`config.mk`:
```
export PLATFORM = sky130hd
export DESIGN_NAME = ght_queue
export DESIGN_NICKNAME = d
export VERILOG_FILES = /design/src/hdl/ght_pkg.sv /design/src/hdl/ght_queue.sv
export VERILOG_INCLUDE_DIRS = /design/src /design/src/hdl
export SDC_FILE = /design/constraint.sdc
export NUM_CORES = 1
export LEC_CHECK = 0
export BUFFER_PORTS_ARGS = -buffer_cell sky130_fd_sc_hd__buf_4
export CORE_ASPECT_RATIO = 1.75
export CORE_UTILIZATION = 52
export DETAILED_ROUTE_END_ITERATION = 8
export PLACE_DENSITY = 0.9
export RECOVER_POWER = 25
export SETUP_SLACK_MARGIN = 0.15
export SLEW_MARGIN = 20
export SYNTH_ARGS = -nofsm -noshare
export SYNTH_HDL_FRONTEND = slang
export SYNTH_SLANG_ARGS = --single-unit
```
`constraint.sdc`:
```
create_clock -name clk -period 5.9 [get_ports clk]
set_input_delay 0.295 -clock clk [delete_from_list [all_inputs] [get_ports clk]]
set_output_delay 0.295 -clock clk [all_outputs]
set_load 0.05 [all_outputs]
```
`src/hdl/assert_macros.svh`:
```
// Assertion helpers; both expect clk and rst_n in scope.
`ifndef ASSERT_MACROS_SVH
`define ASSERT_MACROS_SVH

// Same-cycle implication.
`define ASSERT_IMPL(label, ante, cons) \
    label: assert property (@(posedge clk) disable iff (!rst_n) (ante) |-> (cons)) \
        else $error("assertion failed");

// Next-cycle implication.
`define ASSERT_NEXT(label, ante, cons) \
    label: assert property (@(posedge clk) disable iff (!rst_n) (ante) |=> (cons)) \
        else $error("assertion failed");

`endif

```
`src/hdl/ght_pkg.sv`:
```
`timescale 1ns / 1ps
`default_nettype none
package ght_pkg;

    localparam int SLOTS    = 64;
    localparam int IDX_W    = $clog2(SLOTS);
    localparam int GEN_W    = 32;
    localparam int OBJ_W    = 32;
    localparam int IDXF_W   = 32;
    localparam int HANDLE_W = 64;
    localparam int REQ_W    = 2;
    localparam int STATUS_W = 3;
    localparam int QDEPTH   = 2;
    localparam int QPTR_W   = (QDEPTH > 1) ? $clog2(QDEPTH) : 1;
    localparam int QCNT_W   = $clog2(QDEPTH + 1);

    localparam logic [REQ_W-1:0] REQ_MINT   = 2'd0;
    localparam logic [REQ_W-1:0] REQ_LOOKUP = 2'd1;
    localparam logic [REQ_W-1:0] REQ_DROP   = 2'd2;

    typedef enum logic [STATUS_W-1:0] {
        ST_OK        = 3'd0,
        ST_NULL      = 3'd1,
        ST_FULL      = 3'd2,
        ST_MALFORMED = 3'd3,
        ST_STALE     = 3'd4
    } status_t;

    // Outcome decided up front; mint/lookup/drop still need the table.
    typedef enum logic [2:0] {
        CLS_MINT,
        CLS_LOOKUP,
        CLS_DROP,
        CLS_NULL,
        CLS_MALFORMED
    } cls_t;

    typedef struct packed {
        cls_t             cls;
        logic [OBJ_W-1:0] obj;
        logic [IDX_W-1:0] idx;
        logic [GEN_W-1:0] gen;
    } entry_t;

    typedef struct packed {
        logic [HANDLE_W-1:0] handle;
        logic [OBJ_W-1:0]    object;
        status_t             status;
    } result_t;

    typedef enum logic {
        B_IDLE,
        B_CHECK
    } back_state_t;

endpackage
`default_nettype wire

```
`src/hdl/ght_queue.sv`:
```
`timescale 1ns / 1ps
`default_nettype none
module ght_queue (
    input  logic            clk,
    input  logic            rst_n,
    input  logic            push,
    input  ght_pkg::entry_t push_data,
    output logic            full,
    output logic            q_valid,
    input  logic            pop,
    output ght_pkg::entry_t q_data
);
    import ght_pkg::*;

    entry_t              store_reg [QDEPTH];
    logic [QPTR_W-1:0]   wr_ptr_reg, wr_ptr_next;
    logic [QPTR_W-1:0]   rd_ptr_reg, rd_ptr_next;
    logic [QCNT_W-1:0]   count_reg, count_next;

    assign full    = (count_reg == QCNT_W'(QDEPTH));
    assign q_valid = (count_reg != '0);
    assign q_data  = store_reg[rd_ptr_reg];

    always_comb
    begin
        wr_ptr_next = wr_ptr_reg;
        rd_ptr_next = rd_ptr_reg;
        count_next  = count_reg;
        if (push)
        begin
            wr_ptr_next = (wr_ptr_reg == QPTR_W'(QDEPTH - 1)) ? '0 : wr_ptr_reg + 1'b1;
        end
        if (pop)
        begin
            rd_ptr_next = (rd_ptr_reg == QPTR_W'(QDEPTH - 1)) ? '0 : rd_ptr_reg + 1'b1;
        end
        if (push && !pop)
        begin
            count_next = count_reg + 1'b1;
        end
        else if (pop && !push)
        begin
            count_next = count_reg - 1'b1;
        end
    end

    always_ff @(posedge clk or negedge rst_n)
    begin
        if (!rst_n)
        begin
            wr_ptr_reg <= '0;
            rd_ptr_reg <= '0;
            count_reg  <= '0;
        end
        else
        begin
            wr_ptr_reg <= wr_ptr_next;
            rd_ptr_reg <= rd_ptr_next;
            count_reg  <= count_next;
        end
    end

    always_ff @(posedge clk)
    begin
        if (push)
        begin
            store_reg[wr_ptr_reg] <= push_data;
        end
    end

`include "assert_macros.svh"

    `ASSERT_IMPL(a_no_overflow, push && !pop, !full)
    `ASSERT_IMPL(a_no_underflow, pop, q_valid)

endmodule
`default_nettype wire

```
* Yosys cells after proc, flatten, opt, wreduce, memory -nomap -nowiden *
Memory sizes are Yosys's and may differ from the RTL's.
Cells that the tools add are included.

storage, ports and cells
  word-level logic and storage cells = 21
  output and inout bits = 75
  memories kept = 1
  RAM bits = 146
  register bits = 4
  input port bits = 77

memories
  memory     words  bits a word  rd ports  clocked after Yosys merged registers in  write ports  RTL line         source
  store_reg  2      73           1         0                                        1            ght_queue.sv:15  entry_t store_reg [QDEPTH];

cells by class
  mux-type cells = 6
  add/subtract/negate cells = 4
  reductions and logical operators = 6
  equality and inequality tests = 1

operators by type and width
  kind                                                                count
  1-bit 2-to-1 mux                                                    4
  2-bit 2-to-1 mux                                                    2
  2-bit nonzero test                                                  2
  1-bit adder, second input constant                                  2
  2-bit by 1-bit adder with 2-bit output, second input constant       1
  2-bit == test, second input constant                                1
  1-bit logical AND                                                   2
  1-bit zero test                                                     2
  2-bit by 1-bit subtractor with 2-bit output, second input constant  1

* Logic depth before layout (Yosys ltp) *
  depth in word-level cells = 4
  depth in mapped cells = 5
  depth with buffers taken out = 5

* Least setup slack after synthesis *
No wires, ideal clock.

  path kind = reg2reg
  from = register wr_ptr_reg
  to = memory store_reg[0][0] in the netlist's numbering, enable pin
  setup time = 0.513 ns
  buffers on the path = 0
  data arrival time = 3.643 ns
  stages on the path, launching flop included = 2
  setup slack = 1.744 ns
  period minus slack after synthesis = 4.156 ns
  data required time = 5.387 ns
  cell sequence = dfrtp_1 -> nor2b_1

RTL lines
  item                    RTL line         source
  start, declared         ght_queue.sv:16  logic [QPTR_W-1:0] wr_ptr_reg, wr_ptr_next;
  start signal, assigned  ght_queue.sv:57  wr_ptr_reg <= wr_ptr_next;
  end, declared           ght_queue.sv:15

No word-level cell before the write port.

==> results.sh <==
export IMPL_layout_drive_gt1_share=0.608
export IMPL_gp_congestion=0.768
export IMPL_critPathMaxFanout=39
export IMPL_timing_setup_tns_ns=0
export IMPL_relSlewSlack=0.326
export IMPL_cp_cell_sequence="buf_4, mux2_4, buf_4"
export IMPL_ys_types=14
export IMPL_switching_share=0.383
export IMPL_clock_sinks=150
export IMPL_largest_reg_flops=146
export IMPL_yosysWarnings=0
export IMPL_syn_avg_cell_area_um2=23.5
export IMPL_via_count=2826
export IMPL_min_period_over_period=0.480
export IMPL_die_h_um=141
export IMPL_hold_path_class="input port to flip-flop"
export IMPL_grt_pass1_vias=2977
export IMPL_start_util=0.533
export IMPL_p_leak_nw=3.00
export IMPL_grt_total_usage=0.192
export IMPL_worst_pin_slew_ns=1.01
export IMPL_area_delta_synth_final_pct=31.8
export IMPL_overflow=0
export IMPL_postCtsSetupBuffers=0
export IMPL_grt_pass1_wl_um=15000
export IMPL_required_ns=5.61
export IMPL_vdd_drop_max_v=0.000569
export IMPL_synthesis_nets=321
export IMPL_powerDensity_mw_per_mm2=583
export IMPL_worst_path_max_delay_cell="dfrtp_4"
export IMPL_drc_errors=0
export IMPL_critPathTopFamily="buffers and inverters"
export IMPL_insertion_delay_ns=0.41
export IMPL_finalSetupViolCount=0
export IMPL_synthCells=243
export IMPL_post_drt_wl_per_cell_um=18.8
export IMPL_status="complete, no violations"
export IMPL_intPower_w=0.00271
export IMPL_port_buffers=151
export IMPL_seqPwrFrac=0.352
export IMPL_cts_tree="done"
export IMPL_core_mm2=0.0107
export IMPL_diodes=0
export IMPL_viasPerCell=5.13
export IMPL_clockRootBuffer="clkbuf_16"
export IMPL_clockBufferDepth=2
export IMPL_cts_resized=0
export IMPL_worstPathArrival_ns=2.54
export IMPL_antenna_left=0
export IMPL_clkSlewWorstSetupHoldPaths_ns=0.06
export IMPL_drtPass1Iterations=4
export IMPL_drv_cap=0
export IMPL_path_class="flip-flop to primary output"
export IMPL_cp_common_cell="buf_4"
export IMPL_cp_buffers_inverters=2
export IMPL_finalClockSkew_ns=0.00818
export IMPL_finalWirelength_um=10400
export IMPL_rows=50
export IMPL_drtIter0Drc=89
export IMPL_ys_ff_latch=150
export IMPL_hpwl_um=6730
export IMPL_die_area_mm2=0.0114
export IMPL_final_nets=486
export IMPL_syn_area_mm2=0.00570
export IMPL_hold_buffers=1
export IMPL_antenna_found_initial=0
export IMPL_met1_usage=0.186
export IMPL_htree_levels=4
export IMPL_met2_usage=0.345
export IMPL_grt_setup_unrepaired="no"
export IMPL_grt_max_degree=74
export IMPL_report_final_hold_viol_count=0
export IMPL_cts_buffers=17
export IMPL_crit_path_end_kind="primary output"
export IMPL_crit_path_start_kind="flip-flop"
export IMPL_maxSlewViolCount=0
export IMPL_period_needed_ns=2.83
export IMPL_p_sw_w=0.00168
export IMPL_ys_seq_area_frac=0.786
export IMPL_fmax_ghz=0.353
export IMPL_fp_dieW_um=81.2
export IMPL_combPwrFrac=0.410
export IMPL_final_core_util=0.703
export IMPL_cpPeakStageDelay_ns=0.84
export IMPL_grt_busiest_layer="met2"
export IMPL_p_clk_frac=0.238
export IMPL_pin_count=152
export IMPL_met3_usage=0.0554
==> synth_stat cells (all sizes together) <==
library cell  number  area [µm²]
and2               1        6.26
buf                8        83.8
dfrtp              4         100
edfxtp           146        4380
ha                 1        12.5
inv                1        3.75
mux2              73        1050
nor2               1        3.75
nor2b              2        12.5
or2                1        6.26
xnor2              1        8.76
xor2               4        35.0
==> through the flow <==
stage | hold WS [ns] | total power [W] | std cells | setup WS, ns | cell area (µm²)
final | 0.0662 | 0.00438 | 551 | 3.07 | 7520
after detailed placement | 0.0949 | 0.00338 | 518 | 3.50 | 6950
after CTS | 0.0487 | 0.00442 | 551 | 3.05 | 7540
after global routing | 0.0541 | 0.00453 | 551 | 2.99 | 7520
after floorplan | -0.000591 | 0.00294 | 243 | 1.74 | 5700
after global placement | 0.0956 | 0.00334 | 518 | 3.52 | 6950
==> cells in the final DEF (no fill, tap or decap) <==
cell	count
dfrtp_4	1
inv_1	1
clkbuf_16	17
nor2b_4	1
clkinv_4	3
and2_4	1
nor2_1	1
mux2_2	13
clkbuf_4	44
or2_2	1
clkinvlp_4	4
clkinv_2	1
buf_4	105
edfxtp_1	146
bufinv_16	2
ha_1	1
inv_6	3
xor2_1	4
dlygate4sd3_1	1
clkinv_1	1
xnor2_1	1
clkbuf_1	5
dfrtp_1	3
mux2_4	60
nor2b_1	1
==> final cells by class <==
type	count	area, µm²
Sequential cell	150	4490
Fill cell	673	3180
Timing Repair Buffer	154	1140
Multi-Input combinational cell	84	1140
Clock buffer	18	429
Tap cell	130	163
Clock inverter	14	151
Inverter	1	3.75
==> per-layer routing <==
layer | wire (µm) | part of all wire | up-vias
li1 | - | - | 1292
met1 | 3450 | 0.33 | 1413
met2 | 6080 | 0.59 | 98
met3 | 434 | 0.042 | 23
met4 | 383 | 0.037 | 0
met5 | 0 | 0 | -
==> final timing paths <==
check | startpoint | to | slack (ns) | cells past startpoint
max | rd_ptr_reg | q_data[27] | 3.07 | 3
min | pop | rd_ptr_reg | 0.07 | 2
max reg2reg | rd_ptr_reg | rd_ptr_reg | 4.05 | 2
min reg2reg | count_reg[1] | count_reg[1] | 0.50 | 1
max in group asynchronous | rst_n | rd_ptr_reg | 5.57 | 2
min in group asynchronous | rst_n | wr_ptr_reg | 0.21 | 2
==> cell families (layout without fill, tap and decap cells) <==
group         after synthesis  count (layout)  synth area share
mux                        73              73             0.184
flops                     150             150             0.786
xor+xnor                    5               5           0.00768
fa+ha+maj                   1               1           0.00219
simple gates                5               5           0.00505
buf+inv                     9             187            0.0154
==> power groups by stage <==
stage | Combinational (W) | Clock [W] | Sequential, W
after floorplan | 0.00145 | 0 | 0.00150
after global placement | 0.00178 | 0 | 0.00155
after global routing | 0.00186 | 0.00110 | 0.00157
final | 0.00180 | 0.00104 | 0.00155
after detailed placement | 0.00181 | 0 | 0.00157
after CTS | 0.00181 | 0.00106 | 0.00155
Note: power is estimated with default switching activity, not from simulation.
