[src/hdl/assert_macros.svh]
// Assertion helpers; both expect clk and rst_n in scope.
`ifndef ASSERT_MACROS_SVH
`define ASSERT_MACROS_SVH

// Same-cycle implication.
`define ASSERT_IMPL(label, ante, cons) \
    label: assert property (@(posedge clk) disable iff (!rst_n) (ante) |-> (cons)) \
        else $error("assertion failed");

// Next-cycle implication.
`define ASSERT_NEXT(label, ante, cons) \
    label: assert property (@(posedge clk) disable iff (!rst_n) (ante) |=> (cons)) \
        else $error("assertion failed");

`endif

[src/hdl/ght_pkg.sv]
`timescale 1ns / 1ps
`default_nettype none
package ght_pkg;

    localparam int SLOTS    = 64;
    localparam int IDX_W    = $clog2(SLOTS);
    localparam int GEN_W    = 32;
    localparam int OBJ_W    = 32;
    localparam int IDXF_W   = 32;
    localparam int HANDLE_W = 64;
    localparam int REQ_W    = 2;
    localparam int STATUS_W = 3;
    localparam int QDEPTH   = 2;
    localparam int QPTR_W   = (QDEPTH > 1) ? $clog2(QDEPTH) : 1;
    localparam int QCNT_W   = $clog2(QDEPTH + 1);

    localparam logic [REQ_W-1:0] REQ_MINT   = 2'd0;
    localparam logic [REQ_W-1:0] REQ_LOOKUP = 2'd1;
    localparam logic [REQ_W-1:0] REQ_DROP   = 2'd2;

    typedef enum logic [STATUS_W-1:0] {
        ST_OK        = 3'd0,
        ST_NULL      = 3'd1,
        ST_FULL      = 3'd2,
        ST_MALFORMED = 3'd3,
        ST_STALE     = 3'd4
    } status_t;

    // Outcome decided up front; mint/lookup/drop still need the table.
    typedef enum logic [2:0] {
        CLS_MINT,
        CLS_LOOKUP,
        CLS_DROP,
        CLS_NULL,
        CLS_MALFORMED
    } cls_t;

    typedef struct packed {
        cls_t             cls;
        logic [OBJ_W-1:0] obj;
        logic [IDX_W-1:0] idx;
        logic [GEN_W-1:0] gen;
    } entry_t;

    typedef struct packed {
        logic [HANDLE_W-1:0] handle;
        logic [OBJ_W-1:0]    object;
        status_t             status;
    } result_t;

    typedef enum logic {
        B_IDLE,
        B_CHECK
    } back_state_t;

endpackage
`default_nettype wire

[src/hdl/ght_req_if.sv]
`timescale 1ns / 1ps
`default_nettype none
interface ght_req_if;
    import ght_pkg::*;

    logic                valid;
    logic                ready;
    logic [REQ_W-1:0]    req_type;
    logic [OBJ_W-1:0]    object_ref;
    logic [HANDLE_W-1:0] handle_in;

    modport source (output valid, output req_type, output object_ref, output handle_in,
                    input ready);
    modport sink   (input valid, input req_type, input object_ref, input handle_in,
                    output ready);
endinterface
`default_nettype wire

[src/hdl/ght_front.sv]
`timescale 1ns / 1ps
`default_nettype none
module ght_front (
    ght_req_if.sink         req,
    input  logic            q_full,
    output logic            push,
    output ght_pkg::entry_t push_data
);
    import ght_pkg::*;

    logic [IDXF_W-1:0] idx_field;
    logic [GEN_W-1:0]  gen_field;
    logic              well_formed;

    assign idx_field   = req.handle_in[IDXF_W-1:0];
    assign gen_field   = req.handle_in[HANDLE_W-1 -: GEN_W];
    assign well_formed = (idx_field < IDXF_W'(SLOTS)) && (gen_field != '0);

    assign req.ready = !q_full;
    assign push      = req.valid && !q_full;

    always_comb
    begin
        push_data.obj = req.object_ref;
        push_data.idx = idx_field[IDX_W-1:0];
        push_data.gen = gen_field;
        unique case (req.req_type)
            REQ_MINT:   push_data.cls = (req.object_ref == '0) ? CLS_NULL : CLS_MINT;
            REQ_LOOKUP: push_data.cls = well_formed ? CLS_LOOKUP : CLS_MALFORMED;
            REQ_DROP:   push_data.cls = well_formed ? CLS_DROP : CLS_MALFORMED;
            default:    push_data.cls = CLS_MALFORMED;
        endcase
    end

endmodule
`default_nettype wire

[src/flat_wrapper.sv]
// flat-port wrapper written by rule: the top's interface ports become plain ports
module ght_front_flat import ght_pkg::*;
  (q_full, push, push_data, req_valid, req_req_type, req_object_ref, req_handle_in, req_ready);
  ght_req_if req_i ();
  input  logic q_full;
  output logic push;
  output ght_pkg::entry_t push_data;
  input wire logic [$bits(req_i.valid)-1:0] req_valid;
  input wire logic [$bits(req_i.req_type)-1:0] req_req_type;
  input wire logic [$bits(req_i.object_ref)-1:0] req_object_ref;
  input wire logic [$bits(req_i.handle_in)-1:0] req_handle_in;
  output wire logic [$bits(req_i.ready)-1:0] req_ready;
  assign req_i.valid = req_valid;
  assign req_i.req_type = req_req_type;
  assign req_i.object_ref = req_object_ref;
  assign req_i.handle_in = req_handle_in;
  assign req_ready = req_i.ready;
  ght_front u_core (.req(req_i), .q_full(q_full), .push(push), .push_data(push_data));
endmodule
[config.mk]
export PLATFORM = sky130hd
export DESIGN_NAME = ght_front_flat
export DESIGN_NICKNAME = d
export VERILOG_FILES = /design/src/hdl/assert_macros.svh /design/src/hdl/ght_pkg.sv /design/src/hdl/ght_req_if.sv /design/src/hdl/ght_front.sv /design/src/flat_wrapper.sv
export SDC_FILE = /design/constraint.sdc
export NUM_CORES = 1
export LEC_CHECK = 0
export BUFFER_PORTS_ARGS = -buffer_cell sky130_fd_sc_hd__buf_4
export CELL_PAD_IN_SITES_DETAIL_PLACEMENT = 1
export CELL_PAD_IN_SITES_GLOBAL_PLACEMENT = 1
export CORE_MARGIN = 5
export CORE_UTILIZATION = 12
export DETAILED_ROUTE_END_ITERATION = 8
export PLACE_DENSITY = 0.82
export REMOVE_ABC_BUFFERS = 1
export SLEW_MARGIN = 20
export SYNTH_ARGS = -nofsm -noshare
export SYNTH_HDL_FRONTEND = slang
export SYNTH_SLANG_ARGS = --single-unit
[constraint.sdc]
create_clock -name vclk -period 1.2
set_input_delay 0.12 -clock vclk [all_inputs]
set_output_delay 0.12 -clock vclk [all_outputs]
set_load 0.01 [all_outputs]
== Word level (Yosys, flattened, before mapping) ==
Index checks and enable logic that the tools add are counted.
Word-level totals
  word-level logic and storage cells: 13
  register bits after elaboration: 0
  input port bits: 100
Operators by class
  mux-type cells: 4
  order comparisons: 1
  reduce and logical (&&, ||, !) cells: 6
  equality and inequality tests: 2
Operators by type and width (count)
  zero test 32 bit: 1
  less-than comparator 32 x 7 -> 1 bit (second input constant): 1
  nonzero test 32 bit: 1
  one-hot mux 3 bit (3 select lines): 1
  2-to-1 mux 3 bit: 2
  equality test 2 x 1 -> 1 bit (second input constant): 1
  equality test 2 bit (second input constant): 1
  logical AND 1 bit: 2
  zero test 2 bit: 1
  2-to-1 mux 2 bit: 1
  zero test 1 bit: 1

== Longest topological paths before layout ==
  word-level depth: 4
  mapped depth: 4

== Least setup slack after synthesis ==
No wires, ideal clock.
  path kind: input -> output
  start: in req_handle_in[27]
  end: out push_data[72] (netlist name)
  stages: 4
  path buffers: 0
  arrival: 999 ps
  slack: 81 ps
  data required time: 1080 ps
  cell sequence: nor4_1 -> and4_1 -> o211ai_2 -> maj3_2
RTL lines
  from (decl): RTL line flat_wrapper.sv:11  | input wire logic [$bits(req_i.handle_in)-1:0] req_handle_in;
  to (decl): RTL line flat_wrapper.sv:7  | output ght_pkg::entry_t push_data;

==> impl_metrics.sql <==
INSERT INTO impl_metrics (metric_group, metric, value, unit) VALUES
('outcome', 'run_status', 'finished with violations', ''),
('outcome', 'violations', 'setup timing', ''),
('layout', 'layout-drive-gt1-share', '0.889', ''),
('cts', 'holdBufCountCts', '0', ''),
('critical_path', 'crit_slowest_cell', 'sky130_fd_sc_hd__maj3_2', ''),
('critical_path', 'worst_ep_required_time', '1080', 'ps'),
('flow_run', 'maxCapViolCount', '0', ''),
('placement', 'gpl.final_weighted_congestion', '0.808', ''),
('power', 'static_leak', '0.927', 'nW'),
('synth', 'synth_area_per_cell', '7.05', 'um2'),
('critical_path', 'worst_setup_path_start_kind', 'primary input', ''),
('synth', 'postSynthCellCount', '110', ''),
('synth', 'post-synth-top-area-fraction', '0.677', ''),
('detailed_routing', 'dr.first_iter.drc_count', '4', ''),
('synth', 'synth_sequential_area_ratio', '0', ''),
('critical_path', 'path_class', 'primary input to output pin', ''),
('hold_path', 'min_path_cells', '0', ''),
('global_routing', 'grt_use_total', '0.0973', ''),
('critical_path', 'end_kind', 'output pin', ''),
('detailed_routing', 'routed_wirelength', '4430', 'um'),
('timing', 'accumulated_negative_setup_slack', '-572', 'ps'),
('layout', 'layout.cell_area.non_filler', '0.00184', 'mm2'),
('floorplanning', 'die_area', '0.00817', 'mm2'),
('timing', 'max_slew_margin', '0.824', ''),
('power', 'peakVddDrop', '139', 'uV'),
('synth', 'synth_fa_ha_area_frac', '0.0145', ''),
('floorplanning', 'row_count', '29', ''),
('placement', 'placement.cell_area', '0.00167', 'mm2'),
('detailed_routing', 'avgViaCountPerCell', '3.84', ''),
('synth', 'synth_xor_area_frac', '0', ''),
('timing', 'tightest_slew', '262', 'ps'),
('floorplanning', 'die_w', '90.4', 'um'),
('layout', 'seq_cells', '0', ''),
('global_routing', 'grt_max_degree', '4', ''),
('floorplanning', 'core_region_area', '0.00631', 'mm2'),
('timing', 'finalSetupViolations', '3', ''),
('layout', 'layout.cells.most_common_list', 'sky130_fd_sc_hd__buf_4, sky130_fd_sc_hd__nor4_2, sky130_fd_sc_hd__nor4_1, sky130_fd_sc_hd__buf_6, sky130_fd_sc_hd__nor4_4', ''),
('global_routing', 'initial_antenna_violation_count', '0', ''),
('layout', 'syn_to_final_growth', '137', '%'),
('synth', 'synth.area.mux_share', '0', ''),
('synth', 'synth_warnings', '0', ''),
('timing', 'hold_violations', '0', ''),
('synth', 'count_of_different_cell_masters_after_synthesis', '15', ''),
('critical_path', 'crit_path_cell_trace', 'buf_4 > nor4_1 > and3_1 > o211ai_2 > maj3_2 > buf_6', ''),
('power', 'report.power.total', '0.631', 'mW'),
('cts', 'cts.repair_timing.setup_buffer_count', '0', ''),
('floorplanning', 'fp.dieH', '90.4', 'um'),
('placement', 'dp.final_hpwl', '4170', 'um'),
('layout', 'seq_area', '0', 'um2'),
('critical_path', 'cp_slowest_stage_delay', '330', 'ps'),
('layout', 'final_common_cell', 'sky130_fd_sc_hd__buf_4', ''),
('power', 'power.density', '343', 'mW/mm2'),
('layout', 'final_core_util', '0.291', ''),
('layout', 'finish.net_count', '318', ''),
('detailed_routing', 'dr_total_vias', '1126', ''),
('synth', 'yosysTopAreaCell', 'sky130_fd_sc_hd__buf_4', ''),
('detailed_routing', 'wl_per_cell', '15.1', 'um'),
('synth', 'main_combinational_cell_family_by_area_after_synthesis', 'buffers and inverters', ''),
('timing', 'final_max_slew_viol_count', '0', ''),
('layout', 'num-clock-buffers', '0', ''),
('floorplanning', 'initial_core_util', '0.123', ''),
('timing', 'finalHoldWorstSlack', '240', 'ps'),
('placement', 'number_of_buffers_inserted_by_port_buffering', '163', ''),
('detailed_routing', 'final_antenna_net_count', '0', ''),
('detailed_routing', 'detail_route.first_pass.iterations', '2', ''),
('synth', 'cell_area_synth', '776', 'um2'),
('global_routing', 'number_of_global_route_vias_before_repair', '1310', ''),
('synth', 'post_synth_main_area_contributors', 'sky130_fd_sc_hd__buf_4, sky130_fd_sc_hd__nor4_1, sky130_fd_sc_hd__nand4_1', ''),
('critical_path', 'crit_path_max_fanout', '3', ''),
('global_routing', 'grt_first_pass_wirelength', '6740', 'um'),
('timing', 'post-route-worst-setup-slack', '-218', 'ps'),
('timing', 'rsz0062_at_grt', 'true', ''),
('global_routing', 'gr-total-overflow', '0', ''),
('timing', 'max_clock_freq', '705', 'MHz'),
('synth', 'synthSimpleGateAreaFrac', '0.274', ''),
('floorplanning', 'io-pin-count', '175', ''),
('critical_path', 'critical_path_arrival', '1300', 'ps'),
('timing', 'timing.final.crit_period', '1420', 'ps'),
('layout', 'antennaDiodeCount', '0', ''),
('timing', 'post-route-period-util', '1.18', ''),
('synth', 'synth_compound_area_frac', '0.0290', ''),
('detailed_routing', 'post-route-drc-count', '0', ''),
('hold_path', 'min-delay-path-class', 'primary input to output pin', '');
## synthesized netlist by cell type
cell type	number
sky130_fd_sc_hd__nand4_1	3
sky130_fd_sc_hd__buf_4	70
sky130_fd_sc_hd__nand3_1	1
sky130_fd_sc_hd__nor2_1	2
sky130_fd_sc_hd__and4_1	1
sky130_fd_sc_hd__o211ai_2	1
sky130_fd_sc_hd__or3_1	1
sky130_fd_sc_hd__nor4_1	22
sky130_fd_sc_hd__nand2b_1	2
sky130_fd_sc_hd__inv_1	1
sky130_fd_sc_hd__nand2_1	1
sky130_fd_sc_hd__maj3_2	1
sky130_fd_sc_hd__and3_1	1
sky130_fd_sc_hd__nor2b_1	1
sky130_fd_sc_hd__o21ai_0	2
## critical path: cells and delay by family
kind            cells  cell delay [ps]
buf+inv             2              230
fa+ha+maj           1              330
compound gates      1              130
simple gates        2              480
## metrics by stage
stage,std cells,worst slack [ps]
final,293,-218
after global routing,293,-326
after CTS,293,-240
after detailed placement,293,-411
after global placement,293,-402
after floorplan,40,81.1
## cells by family after synthesis
| logic type | Yosys count |
|---|---|
| buf+inv | 71 |
| simple gates | 35 |
| compound gates | 3 |
| fa+ha+maj | 1 |
## path summary, 6_finish.rpt
kind,from,to,slack [ps]
setup / recovery,req_handle_in[10],push_data[72],-220
hold / removal,req_handle_in[0],push_data[32],240
## layout make-up
type	instances	area (um2)
well taps	77	96.3
fillers	787	4480
repair buffers	176	1360
inverters	1	3.75
multi-input cells	39	378
## routing by layer
metal  part of all wire  vias up  track usage
li1                   -      537            -
met1               0.30      511       0.0898
met2               0.60       78        0.211
met3              0.099        0       0.0325
met4                  0        0            0
met5                  0        -            0
## report_power, final
part	switching [mW]	internal, mW	leakage, nW
combinational	0.237	0.394	0.927
clock	0	0	0
sequential	0	0	0
## what timing repair did
action                     in CTS  in global routing
setup endpoints to repair       3                  3
pin swaps                      10                  4
gates resized for setup        22                  7
Note: power is estimated with default switching activity, not from simulation.
