**src/hdl/assert_macros.svh**
```systemverilog
// Assertion helpers; both expect clk and rst_n in scope.
`ifndef ASSERT_MACROS_SVH
`define ASSERT_MACROS_SVH

// Same-cycle implication.
`define ASSERT_IMPL(label, ante, cons) \
    label: assert property (@(posedge clk) disable iff (!rst_n) (ante) |-> (cons)) \
        else $error("assertion failed");

// Next-cycle implication.
`define ASSERT_NEXT(label, ante, cons) \
    label: assert property (@(posedge clk) disable iff (!rst_n) (ante) |=> (cons)) \
        else $error("assertion failed");

`endif

```
**src/hdl/ght_pkg.sv**
```systemverilog
`timescale 1ns / 1ps
`default_nettype none
package ght_pkg;

    localparam int SLOTS    = 64;
    localparam int IDX_W    = $clog2(SLOTS);
    localparam int GEN_W    = 32;
    localparam int OBJ_W    = 32;
    localparam int IDXF_W   = 32;
    localparam int HANDLE_W = 64;
    localparam int REQ_W    = 2;
    localparam int STATUS_W = 3;
    localparam int QDEPTH   = 2;
    localparam int QPTR_W   = (QDEPTH > 1) ? $clog2(QDEPTH) : 1;
    localparam int QCNT_W   = $clog2(QDEPTH + 1);

    localparam logic [REQ_W-1:0] REQ_MINT   = 2'd0;
    localparam logic [REQ_W-1:0] REQ_LOOKUP = 2'd1;
    localparam logic [REQ_W-1:0] REQ_DROP   = 2'd2;

    typedef enum logic [STATUS_W-1:0] {
        ST_OK        = 3'd0,
        ST_NULL      = 3'd1,
        ST_FULL      = 3'd2,
        ST_MALFORMED = 3'd3,
        ST_STALE     = 3'd4
    } status_t;

    // Outcome decided up front; mint/lookup/drop still need the table.
    typedef enum logic [2:0] {
        CLS_MINT,
        CLS_LOOKUP,
        CLS_DROP,
        CLS_NULL,
        CLS_MALFORMED
    } cls_t;

    typedef struct packed {
        cls_t             cls;
        logic [OBJ_W-1:0] obj;
        logic [IDX_W-1:0] idx;
        logic [GEN_W-1:0] gen;
    } entry_t;

    typedef struct packed {
        logic [HANDLE_W-1:0] handle;
        logic [OBJ_W-1:0]    object;
        status_t             status;
    } result_t;

    typedef enum logic {
        B_IDLE,
        B_CHECK
    } back_state_t;

endpackage
`default_nettype wire

```
**src/hdl/ght_rsp_if.sv**
```systemverilog
`timescale 1ns / 1ps
`default_nettype none
interface ght_rsp_if;
    import ght_pkg::*;

    logic                valid;
    logic                ready;
    logic [HANDLE_W-1:0] handle_out;
    logic [OBJ_W-1:0]    object_out;
    logic [STATUS_W-1:0] status;

    modport source (output valid, output handle_out, output object_out, output status,
                    input ready);
    modport sink   (input valid, input handle_out, input object_out, input status,
                    output ready);
endinterface
`default_nettype wire

```
**src/hdl/ght_back.sv**
```systemverilog
`timescale 1ns / 1ps
`default_nettype none
module ght_back (
    input  logic            clk,
    input  logic            rst_n,
    input  logic            q_valid,
    input  ght_pkg::entry_t q_data,
    output logic            pop,
    ght_rsp_if.source       rsp
);
    import ght_pkg::*;

    back_state_t            state_reg, state_next;
    logic [SLOTS-1:0]       used_reg, used_next;
    logic [GEN_W-1:0]       next_gen_reg, next_gen_next;
    logic                   out_valid_reg, out_valid_next;
    result_t                res_reg, res_next;
    entry_t                 ent_reg;
    logic [GEN_W+OBJ_W-1:0] mem [SLOTS];
    logic [GEN_W+OBJ_W-1:0] rd_data_reg;

    logic                   out_free;
    logic                   res_load;
    logic                   rd_en;
    logic                   mint_ok;
    logic                   drop_ok;
    logic                   any_free;
    logic [IDX_W-1:0]       free_idx;
    logic [GEN_W-1:0]       gen_inc;
    logic [GEN_W-1:0]       rd_gen;
    logic [OBJ_W-1:0]       rd_obj;
    logic                   hit;

    assign out_free = !out_valid_reg || rsp.ready;
    assign rd_gen   = rd_data_reg[GEN_W+OBJ_W-1 -: GEN_W];
    assign rd_obj   = rd_data_reg[OBJ_W-1:0];
    assign hit      = used_reg[ent_reg.idx] && (rd_gen == ent_reg.gen);
    assign gen_inc  = next_gen_reg + 1'b1;

    // lowest free slot
    always_comb
    begin
        any_free = 1'b0;
        free_idx = '0;
        for (int i = SLOTS - 1; i >= 0; i--)
        begin
            if (!used_reg[i])
            begin
                any_free = 1'b1;
                free_idx = IDX_W'(i);
            end
        end
    end

    always_comb
    begin
        state_next    = state_reg;
        pop           = 1'b0;
        res_load      = 1'b0;
        res_next      = '{handle: '0, object: '0, status: ST_MALFORMED};
        rd_en         = 1'b0;
        mint_ok       = 1'b0;
        drop_ok       = 1'b0;
        unique case (state_reg)
            B_IDLE:
            begin
                if (q_valid && out_free)
                begin
                    pop = 1'b1;
                    unique case (q_data.cls) inside
                        CLS_NULL:
                        begin
                            res_load        = 1'b1;
                            res_next.status = ST_NULL;
                        end
                        CLS_MINT:
                        begin
                            res_load = 1'b1;
                            if (any_free)
                            begin
                                mint_ok         = 1'b1;
                                res_next.handle = {next_gen_reg, IDXF_W'(free_idx)};
                                res_next.status = ST_OK;
                            end
                            else
                            begin
                                res_next.status = ST_FULL;
                            end
                        end
                        CLS_LOOKUP, CLS_DROP:
                        begin
                            rd_en      = 1'b1;
                            state_next = B_CHECK;
                        end
                        default:
                        begin
                            res_load        = 1'b1;
                            res_next.status = ST_MALFORMED;
                        end
                    endcase
                end
            end
            B_CHECK:
            begin
                if (out_free)
                begin
                    res_load   = 1'b1;
                    state_next = B_IDLE;
                    if (ent_reg.cls == CLS_LOOKUP)
                    begin
                        if (hit && rd_obj != '0)
                        begin
                            res_next.object = rd_obj;
                            res_next.status = ST_OK;
                        end
                        else
                        begin
                            res_next.status = ST_STALE;
                        end
                    end
                    else
                    begin
                        drop_ok         = hit;
                        res_next.status = hit ? ST_OK : ST_STALE;
                    end
                end
            end
            default:
            begin
                state_next = B_IDLE;
            end
        endcase
    end

    always_comb
    begin
        used_next     = used_reg;
        next_gen_next = next_gen_reg;
        if (mint_ok)
        begin
            used_next[free_idx] = 1'b1;
            next_gen_next       = (gen_inc == '0) ? GEN_W'(1) : gen_inc;
        end
        if (drop_ok)
        begin
            used_next[ent_reg.idx] = 1'b0;
        end
        if (res_load)
        begin
            out_valid_next = 1'b1;
        end
        else if (rsp.ready)
        begin
            out_valid_next = 1'b0;
        end
        else
        begin
            out_valid_next = out_valid_reg;
        end
    end

    always_ff @(posedge clk or negedge rst_n)
    begin
        if (!rst_n)
        begin
            state_reg     <= B_IDLE;
            used_reg      <= '0;
            next_gen_reg  <= GEN_W'(1);
            out_valid_reg <= 1'b0;
        end
        else
        begin
            state_reg     <= state_next;
            used_reg      <= used_next;
            next_gen_reg  <= next_gen_next;
            out_valid_reg <= out_valid_next;
        end
    end

    always_ff @(posedge clk)
    begin
        if (res_load)
        begin
            res_reg <= res_next;
        end
        if (pop)
        begin
            ent_reg <= q_data;
        end
    end

    // slot store: {generation, object}; read data counts only where the used bit is set
    always_ff @(posedge clk)
    begin
        if (mint_ok)
        begin
            mem[free_idx] <= {next_gen_reg, q_data.obj};
        end
        if (rd_en)
        begin
            rd_data_reg <= mem[q_data.idx];
        end
    end

    assign rsp.valid      = out_valid_reg;
    assign rsp.handle_out = res_reg.handle;
    assign rsp.object_out = res_reg.object;
    assign rsp.status     = res_reg.status;

`include "assert_macros.svh"

    `ASSERT_IMPL(a_gen_nonzero, 1'b1, next_gen_reg != '0)
    `ASSERT_NEXT(a_mint_marks, mint_ok, used_reg[$past(free_idx)])
    `ASSERT_NEXT(a_drop_frees, drop_ok, !used_reg[$past(ent_reg.idx)])
    `ASSERT_IMPL(a_check_not_blocked_by_mint, state_reg == B_CHECK, !mint_ok)

endmodule
`default_nettype wire

```
**src/flat_wrapper.sv**
```systemverilog
// flat-port wrapper written by rule: the top's interface ports become plain ports
module ght_back_flat import ght_pkg::*;
  (clk, rst_n, q_valid, q_data, pop, rsp_valid, rsp_handle_out, rsp_object_out, rsp_status, rsp_ready);
  ght_rsp_if rsp_i ();
  input  logic clk;
  input  logic rst_n;
  input  logic q_valid;
  input  ght_pkg::entry_t q_data;
  output logic pop;
  output wire logic [$bits(rsp_i.valid)-1:0] rsp_valid;
  output wire logic [$bits(rsp_i.handle_out)-1:0] rsp_handle_out;
  output wire logic [$bits(rsp_i.object_out)-1:0] rsp_object_out;
  output wire logic [$bits(rsp_i.status)-1:0] rsp_status;
  input wire logic [$bits(rsp_i.ready)-1:0] rsp_ready;
  assign rsp_valid = rsp_i.valid;
  assign rsp_handle_out = rsp_i.handle_out;
  assign rsp_object_out = rsp_i.object_out;
  assign rsp_status = rsp_i.status;
  assign rsp_i.ready = rsp_ready;
  ght_back u_core (.clk(clk), .rst_n(rst_n), .q_valid(q_valid), .q_data(q_data), .pop(pop), .rsp(rsp_i));
endmodule
```
**config.mk**
```make
export PLATFORM = sky130hd
export DESIGN_NAME = ght_back_flat
export DESIGN_NICKNAME = d
export VERILOG_FILES = /design/src/hdl/ght_pkg.sv /design/src/hdl/ght_rsp_if.sv /design/src/hdl/ght_back.sv /design/src/flat_wrapper.sv
export VERILOG_INCLUDE_DIRS = /design/src /design/src/hdl
export SDC_FILE = /design/constraint.sdc
export NUM_CORES = 2
export LEC_CHECK = 0
export ABC_CLOCK_PERIOD_IN_PS = 12300
export BUFFER_PORTS_ARGS = -buffer_cell sky130_fd_sc_hd__clkbuf_2
export CAP_MARGIN = 20
export CORE_ASPECT_RATIO = 0.6
export CORE_MARGIN = 2
export CORE_UTILIZATION = 61
export CTS_CLUSTER_SIZE = 14
export DETAILED_ROUTE_END_ITERATION = 12
export PLACE_DENSITY_LB_ADDON = 0.3
export SYNTH_ARGS = -nofsm -noshare
export SYNTH_HDL_FRONTEND = slang
export SYNTH_SLANG_ARGS = --single-unit
```
**constraint.sdc**
```tcl
create_clock -name clk -period 12.3 [get_ports clk]
set_input_delay 2.46 -clock clk [delete_from_list [all_inputs] [get_ports clk]]
set_output_delay 2.46 -clock clk [all_outputs]
set_load 0.01 [all_outputs]
```
=== Word level (Yosys, flattened, before mapping) ===
Memories as Yosys holds them, arrays and structs flattened. A register that Yosys moved wholly into a read port is not among the register bits.
Cells that the tools add are included.

* Register bits after elaboration: 238
* Bits in latches: 0
* Memory bits (writable): 4096
* Bits in read-only memories: 0
* Input port bits: 77
* Output and inout bits: 101
* Logic and storage cells: 211
* Memories kept: 1

{| class="wikitable"
|+ Memories
! name !! words !! bits a word !! rd ports !! clocked after memory_dff !! wr ports !! RTL line !! source
|-
| u_core.mem || 64 || 64 || 1 || 1 || 1 || ght_back.sv:19 || <nowiki>logic [GEN_W+OBJ_W-1:0] mem [SLOTS];</nowiki>
|}

* Add/sub/neg operators: 1
* Multiply operators: 0
* Divide/modulo/power cells: 0
* Order comparisons: 4
* Eq/ne operators: 5
* Shift operators: 0
* Multiplexer cells: 167
* Bitwise gates (word level): 7
* Reduce and logical (&&, ||, !) cells: 15

{| class="wikitable"
|+ Operator list
! kind !! number
|-
| $mux W6 || 64
|-
| $mux W64 || 2
|-
| $mux W1 || 87
|-
| $and A64 B64 Y64 || 1
|-
| $not A64 Y64 || 1
|-
| $or A64 B64 Y64 || 1
|-
| $add A32 B1 Y32 const B || 1
|-
| $eq A32 B32 Y1 || 1
|-
| $logic_not A32 Y1 || 1
|-
| $mux W32 || 1
|-
| $reduce_bool A32 Y1 || 1
|-
| $mux W3 || 5
|-
| $lt A6 B7 Y1 const B || 2
|-
| $demux W1 S6 || 2
|-
| $ge A6 B1 Y1 const B || 2
|-
| $pmux W3 S2 || 2
|-
| $bmux W1 S6 || 1
|-
| $eq A3 B1 Y1 const B || 2
|-
| $eq A3 B2 Y1 const B || 2
|-
| $logic_and A1 B1 Y1 || 5
|-
| $not A1 Y1 || 4
|-
| $pmux W1 S2 || 2
|-
| $reduce_and A4 Y1 || 1
|-
| $reduce_or A4 Y1 || 1
|-
| 7 further kinds || 7
|}

=== Depth between registers and ports, before layout ===
* Depth in word-level cells: 72
* Depth in mapped cells: 10
* Gate-level depth less buffers: 9

=== Worst setup path after synthesis ===
Ideal clock, no wire load.

* Kind: input port to flip-flop
* From: input rsp_ready
* To: memory u_core.mem[12][0] in the netlist's numbering (enable)
* Library setup time: 0.567 ns
* Arrival time: 8.763 ns
* Required time: 11.733 ns
* Slack: 2.970 ns
* Cell stages on the path: 7
* Path buffers: 1
* Cells stage by stage: nand2b_1 > nand3b_1 > inv_1 > nand2_1 > or3_1 > buf_1 > nor3_1

* Longest elaborated chain between the ends: 6

{| class="wikitable"
|+ Ends and longest elaborated chain
! element !! RTL line !! source
|-
| start, declared || flat_wrapper.sv:14 || <nowiki>input wire logic [$bits(rsp_i.ready)-1:0] rsp_ready;</nowiki>
|-
| $logic_or A1 B1 Y1 || ght_back.sv:34 || <nowiki>assign out_free = !out_valid_reg || rsp.ready;</nowiki>
|-
| $logic_and A1 B1 Y1 || ght_back.sv:67 || <nowiki>if (q_valid && out_free)</nowiki>
|-
| $mux W1 || ght_back.sv:67 ||
|-
| $mux W1 || ght_back.sv:64 || <nowiki>unique case (state_reg)</nowiki>
|-
| $mux W1 || ght_back.sv:195 || <nowiki>if (mint_ok)</nowiki>
|-
| $mux W1 (implied by the code) || ght_back.sv:197 || <nowiki>mem[free_idx] <= {next_gen_reg, q_data.obj};</nowiki>
|-
| end, declared || ght_back.sv:19 ||
|}

No other way between the ends.

=== Final worst setup path ===
* From: input q_data[70] in the netlist's numbering
* To: memory u_core.mem[39][21] in the netlist's numbering (enable)

* Longest elaborated chain between the ends: 6

{| class="wikitable"
|+ Ends and longest elaborated chain
! element !! RTL line !! source
|-
| start, declared || flat_wrapper.sv:8 || <nowiki>input ght_pkg::entry_t q_data;</nowiki>
|-
| $logic_not A3 Y1 (no line) || - ||
|-
| $mux W1 || ght_back.sv:70 || <nowiki>unique case (q_data.cls) inside</nowiki>
|-
| $mux W1 || ght_back.sv:67 ||
|-
| $mux W1 || ght_back.sv:64 ||
|-
| $mux W1 || ght_back.sv:195 ||
|-
| $mux W1 (implied by the code) || ght_back.sv:197 ||
|}

No other way between the ends.

==> results by group <==
Run status
  – Status: finished clean

Clock tree
  – Num CTS Buffers: 383
  – CTS Hold Bufs: 0
  – Largest buffer count on any clock path: 4
  – Root buffer cell: clkbuf_16
  – Clk slew on worst S/H paths: around 0.06 ns
  – CTS sink count: 4,372
  – Clk_lat worst skew: about 0.95 ns
  – Post-CTS setup buffers: 0
  – H-tree depth: 5
  – Post-CTS Resized: 0
  – TritonCTS clock tree: built

Finish
  – Final nets: between 7k and 8k
  – Area of the multi-input gates: 35,610 um2
  – Fillers: 15.92k
  – Share of cells above drive strength 1: 31.25%
  – Area delta synth->final: 10.64%
  – Max reg flops: 4,096
  – Storage element area: about 130,000 um2

Floorplan
  – Die Wd: a little under 700 um
  – Core Area: between 200,000 and 300,000 um2
  – Num rows: about 150
  – IO Pins: 178
  – Full die area: between 200,000 and 300,000 um2
  – Starting Density: 61.20%
  – Die height: slightly above 400 um

Timing
  – Max Transition Viols Final: 0
  – Clock Skew: 0.08863 ns
  – Fmax: ~0.15 GHz
  – RSZ-0062 raised after global routing: false
  – Final worst path period share: 52.88%
  – Setup_tns: 0 ns
  – Final setup violation count: 0
  – Normalized max-slew margin: 11.23%
  – Final worst path period need: 6.504 ns
  – Worst slew pin tran: 1.332 ns
  – Final Hold Fails: 0

Power and ir drop
  – Static leakage: roughly 60 nW
  – Tot Pwr: just under 30 mW
  – Max IR drop VDD: ~0.00019 V
  – Pwr/cell area: 156.4 nW/um2

Setup path
  – CP endpoint kind: register
  – WS Path Type: in -> reg
  – Startpoint types: input port
  – WP data required: ~13 ns
  – Worst-path fanout max: 40
  – Critical path arrival: 7.02 ns

Yosys
  – Number of synthesized flops with an enable pin: 4,274
  – Distinct cells, synth: 83
  – Synth area leaders: edfxtp_1 77%, mux4_2 18%, dfrtp_1 1.4%
  – Most used DFF post-synth: edfxtp_1
  – Post-synth top area share: between 70% and 80%
  – Dominant cell type by area after synthesis: edfxtp_1
  – Count leader, synth: edfxtp_1
  – Yosys Warn Count: 0
  – Post-synth top cells: 4,274 x edfxtp_1, 1,351 x mux4_2, 191 x clkbuf_1
  – Mapped cell area: 167,700 um2
  – Post-synth ARST share: under 10%
  – Mapped Cells: 6,848
  – Mean post-synth cell area: approximately 24 um2
  – Sequential fraction of the synthesis area: 77.98%
  – Register bit total from synthesis: 4,372

Detailed routing
  – Post-route DRC: 0
  – Antenna-violating nets left: 0
  – Via Count: 83.25k
  – DRT Wirelength: 466.9 mm
  – Vias per cell: about 7.5
  – DRT iter0 DRCs: 16.34k
  – Avg WL per Cell: 41.83 um
  – DRT Pass-1 Iters: 6

GRT
  – First-pass GRT wire length: between 600 and 700 mm
  – Initial antenna violation count: 27
  – Global route overflow: 0
  – Largest net degree at the start of global routing: 167
  – GR Util All Layers: approximately 33%
  – Vias in the first global route: 80.90k

Place
  – DPL Wire Length: between 200 and 250 mm
  – Routability cong.: roughly 0.92
  – IO Port Bufs: between 150 and 200

Run
  – Number of max-cap violations: 0

Worst hold path
  – Min-Delay Path Class: reg -> reg
-- critical path: stages --
cell,delay [ns]
clkbuf_2,0.13
nor3_1,0.45
and4b_1,0.26
buf_4,0.31
and2_1,0.20
nand2_1,0.21
nor2_1,0.25
nand2_1,0.53
nor2_4,0.88
buf_4,0.44
buf_4,0.76
-- cell usage in the layout, fill, tap and decap left out, types with 10 or more instances in the layout --
cell type	count
dfrtp_2	30
nand3_1	26
nand4_1	38
clkbuf_16	390
nor3_2	11
clkbuf_2	144
mux4_2	1351
nand2b_1	11
buf_4	203
nor3_1	15
diode_2	14
and3_1	49
clkinv_1	67
or3_1	10
nor4_1	13
inv_1	17
xnor2_1	50
nand2_1	72
buf_12	45
edfxtp_1	4274
a31oi_1	53
xor2_1	13
mux2_2	10
clkinv_2	34
nor2_4	49
and2_1	39
conb_1	26
a21oi_1	64
clkbuf_1	102
dfrtp_1	67
a2bb2oi_1	12
o21ai_0	16
nor2_1	38
-- stage by stage --
| stage | cells | setup WS (ns) | utilization [%] | hold WS, ns | cell area (um2) |
|---|---|---|---|---|---|
| 2_1_floorplan | 6873 | 2.970 | - | 0.5250 | 167800 |
| 3_3_place_gp | 10490 | 4.976 | 63.37 | 0.5554 | 173700 |
| 3_5_place_dp | 10490 | 5.017 | 63.40 | 0.5656 | 173800 |
| 4_1_cts | 11110 | 5.967 | 67.44 | 0.5794 | 184800 |
| 5_1_grt | 11150 | 5.729 | 67.70 | 0.6143 | 185500 |
| 6_report | 11160 | 5.796 | 67.72 | 0.5770 | 185600 |
-- worst paths after layout --
check                                            from                       end  slack [ns]  cells after the start
worst max-delay path                       q_data[70]        u_core.mem[39][21]        5.80                     11
worst min-delay path            u_core.rd_data_reg[2]  u_core.rsp.object_out[2]        0.58                      1
worst max register to register    u_core.used_reg[57]         u_core.mem[3][26]        6.06                     10
worst min register to register  u_core.rd_data_reg[2]  u_core.rsp.object_out[2]        0.58                      1
max in group asynchronous                       rst_n        u_core.used_reg[8]        9.52                      2
min in group asynchronous                       rst_n       u_core.used_reg[63]        1.57                      1
-- kinds of logic (layout without fill, tap and decap cells) --
kind of cell,after synthesis,after routing,synth area share (%)
compound gates,215,215,0.8736
flops,4372,4372,77.98
simple gates,434,434,1.465
fa+ha+maj,1,1,0.007459
buf+inv,396,1047,1.103
other cells,1,40,0.002236
xor+xnor,63,63,0.3290
mux,1366,1366,18.24
-- layout make-up --
cell class,instances,share of cell area [%]
inverter,19,0.03843
timing repair buffer,406,1.856
sequential,4372,70.50
clock buffer,494,5.480
multi-input combinational,2105,19.19
antenna,14,0.01888
clock inverter,128,0.4760
tap,3624,2.443
-- power by group --
group | internal [mW] | switching, mW | total (mW) | leakage (nW)
logic | 0.485 | 0.871 | 1.36 | 12.5
clock network | 5.98 | 5.25 | 11.2 | 5.39
registers | 16.4 | 0.0502 | 16.4 | 42.7
total | 22.8 | 6.17 | 29.0 | 60.6
-- routing by layer --
metal / global-route usage (%) / up-vias / part of all wire, %
met2: 48.25 / 7580 / 45
met4: 11.19 / 14 / 4.0
met1: 50.04 / 44220 / 36
li1: - / 30450 / -
met3: 9.903 / 984 / 15
met5: 0 / - / 0.019
Power figures use the tool's default switching activity.
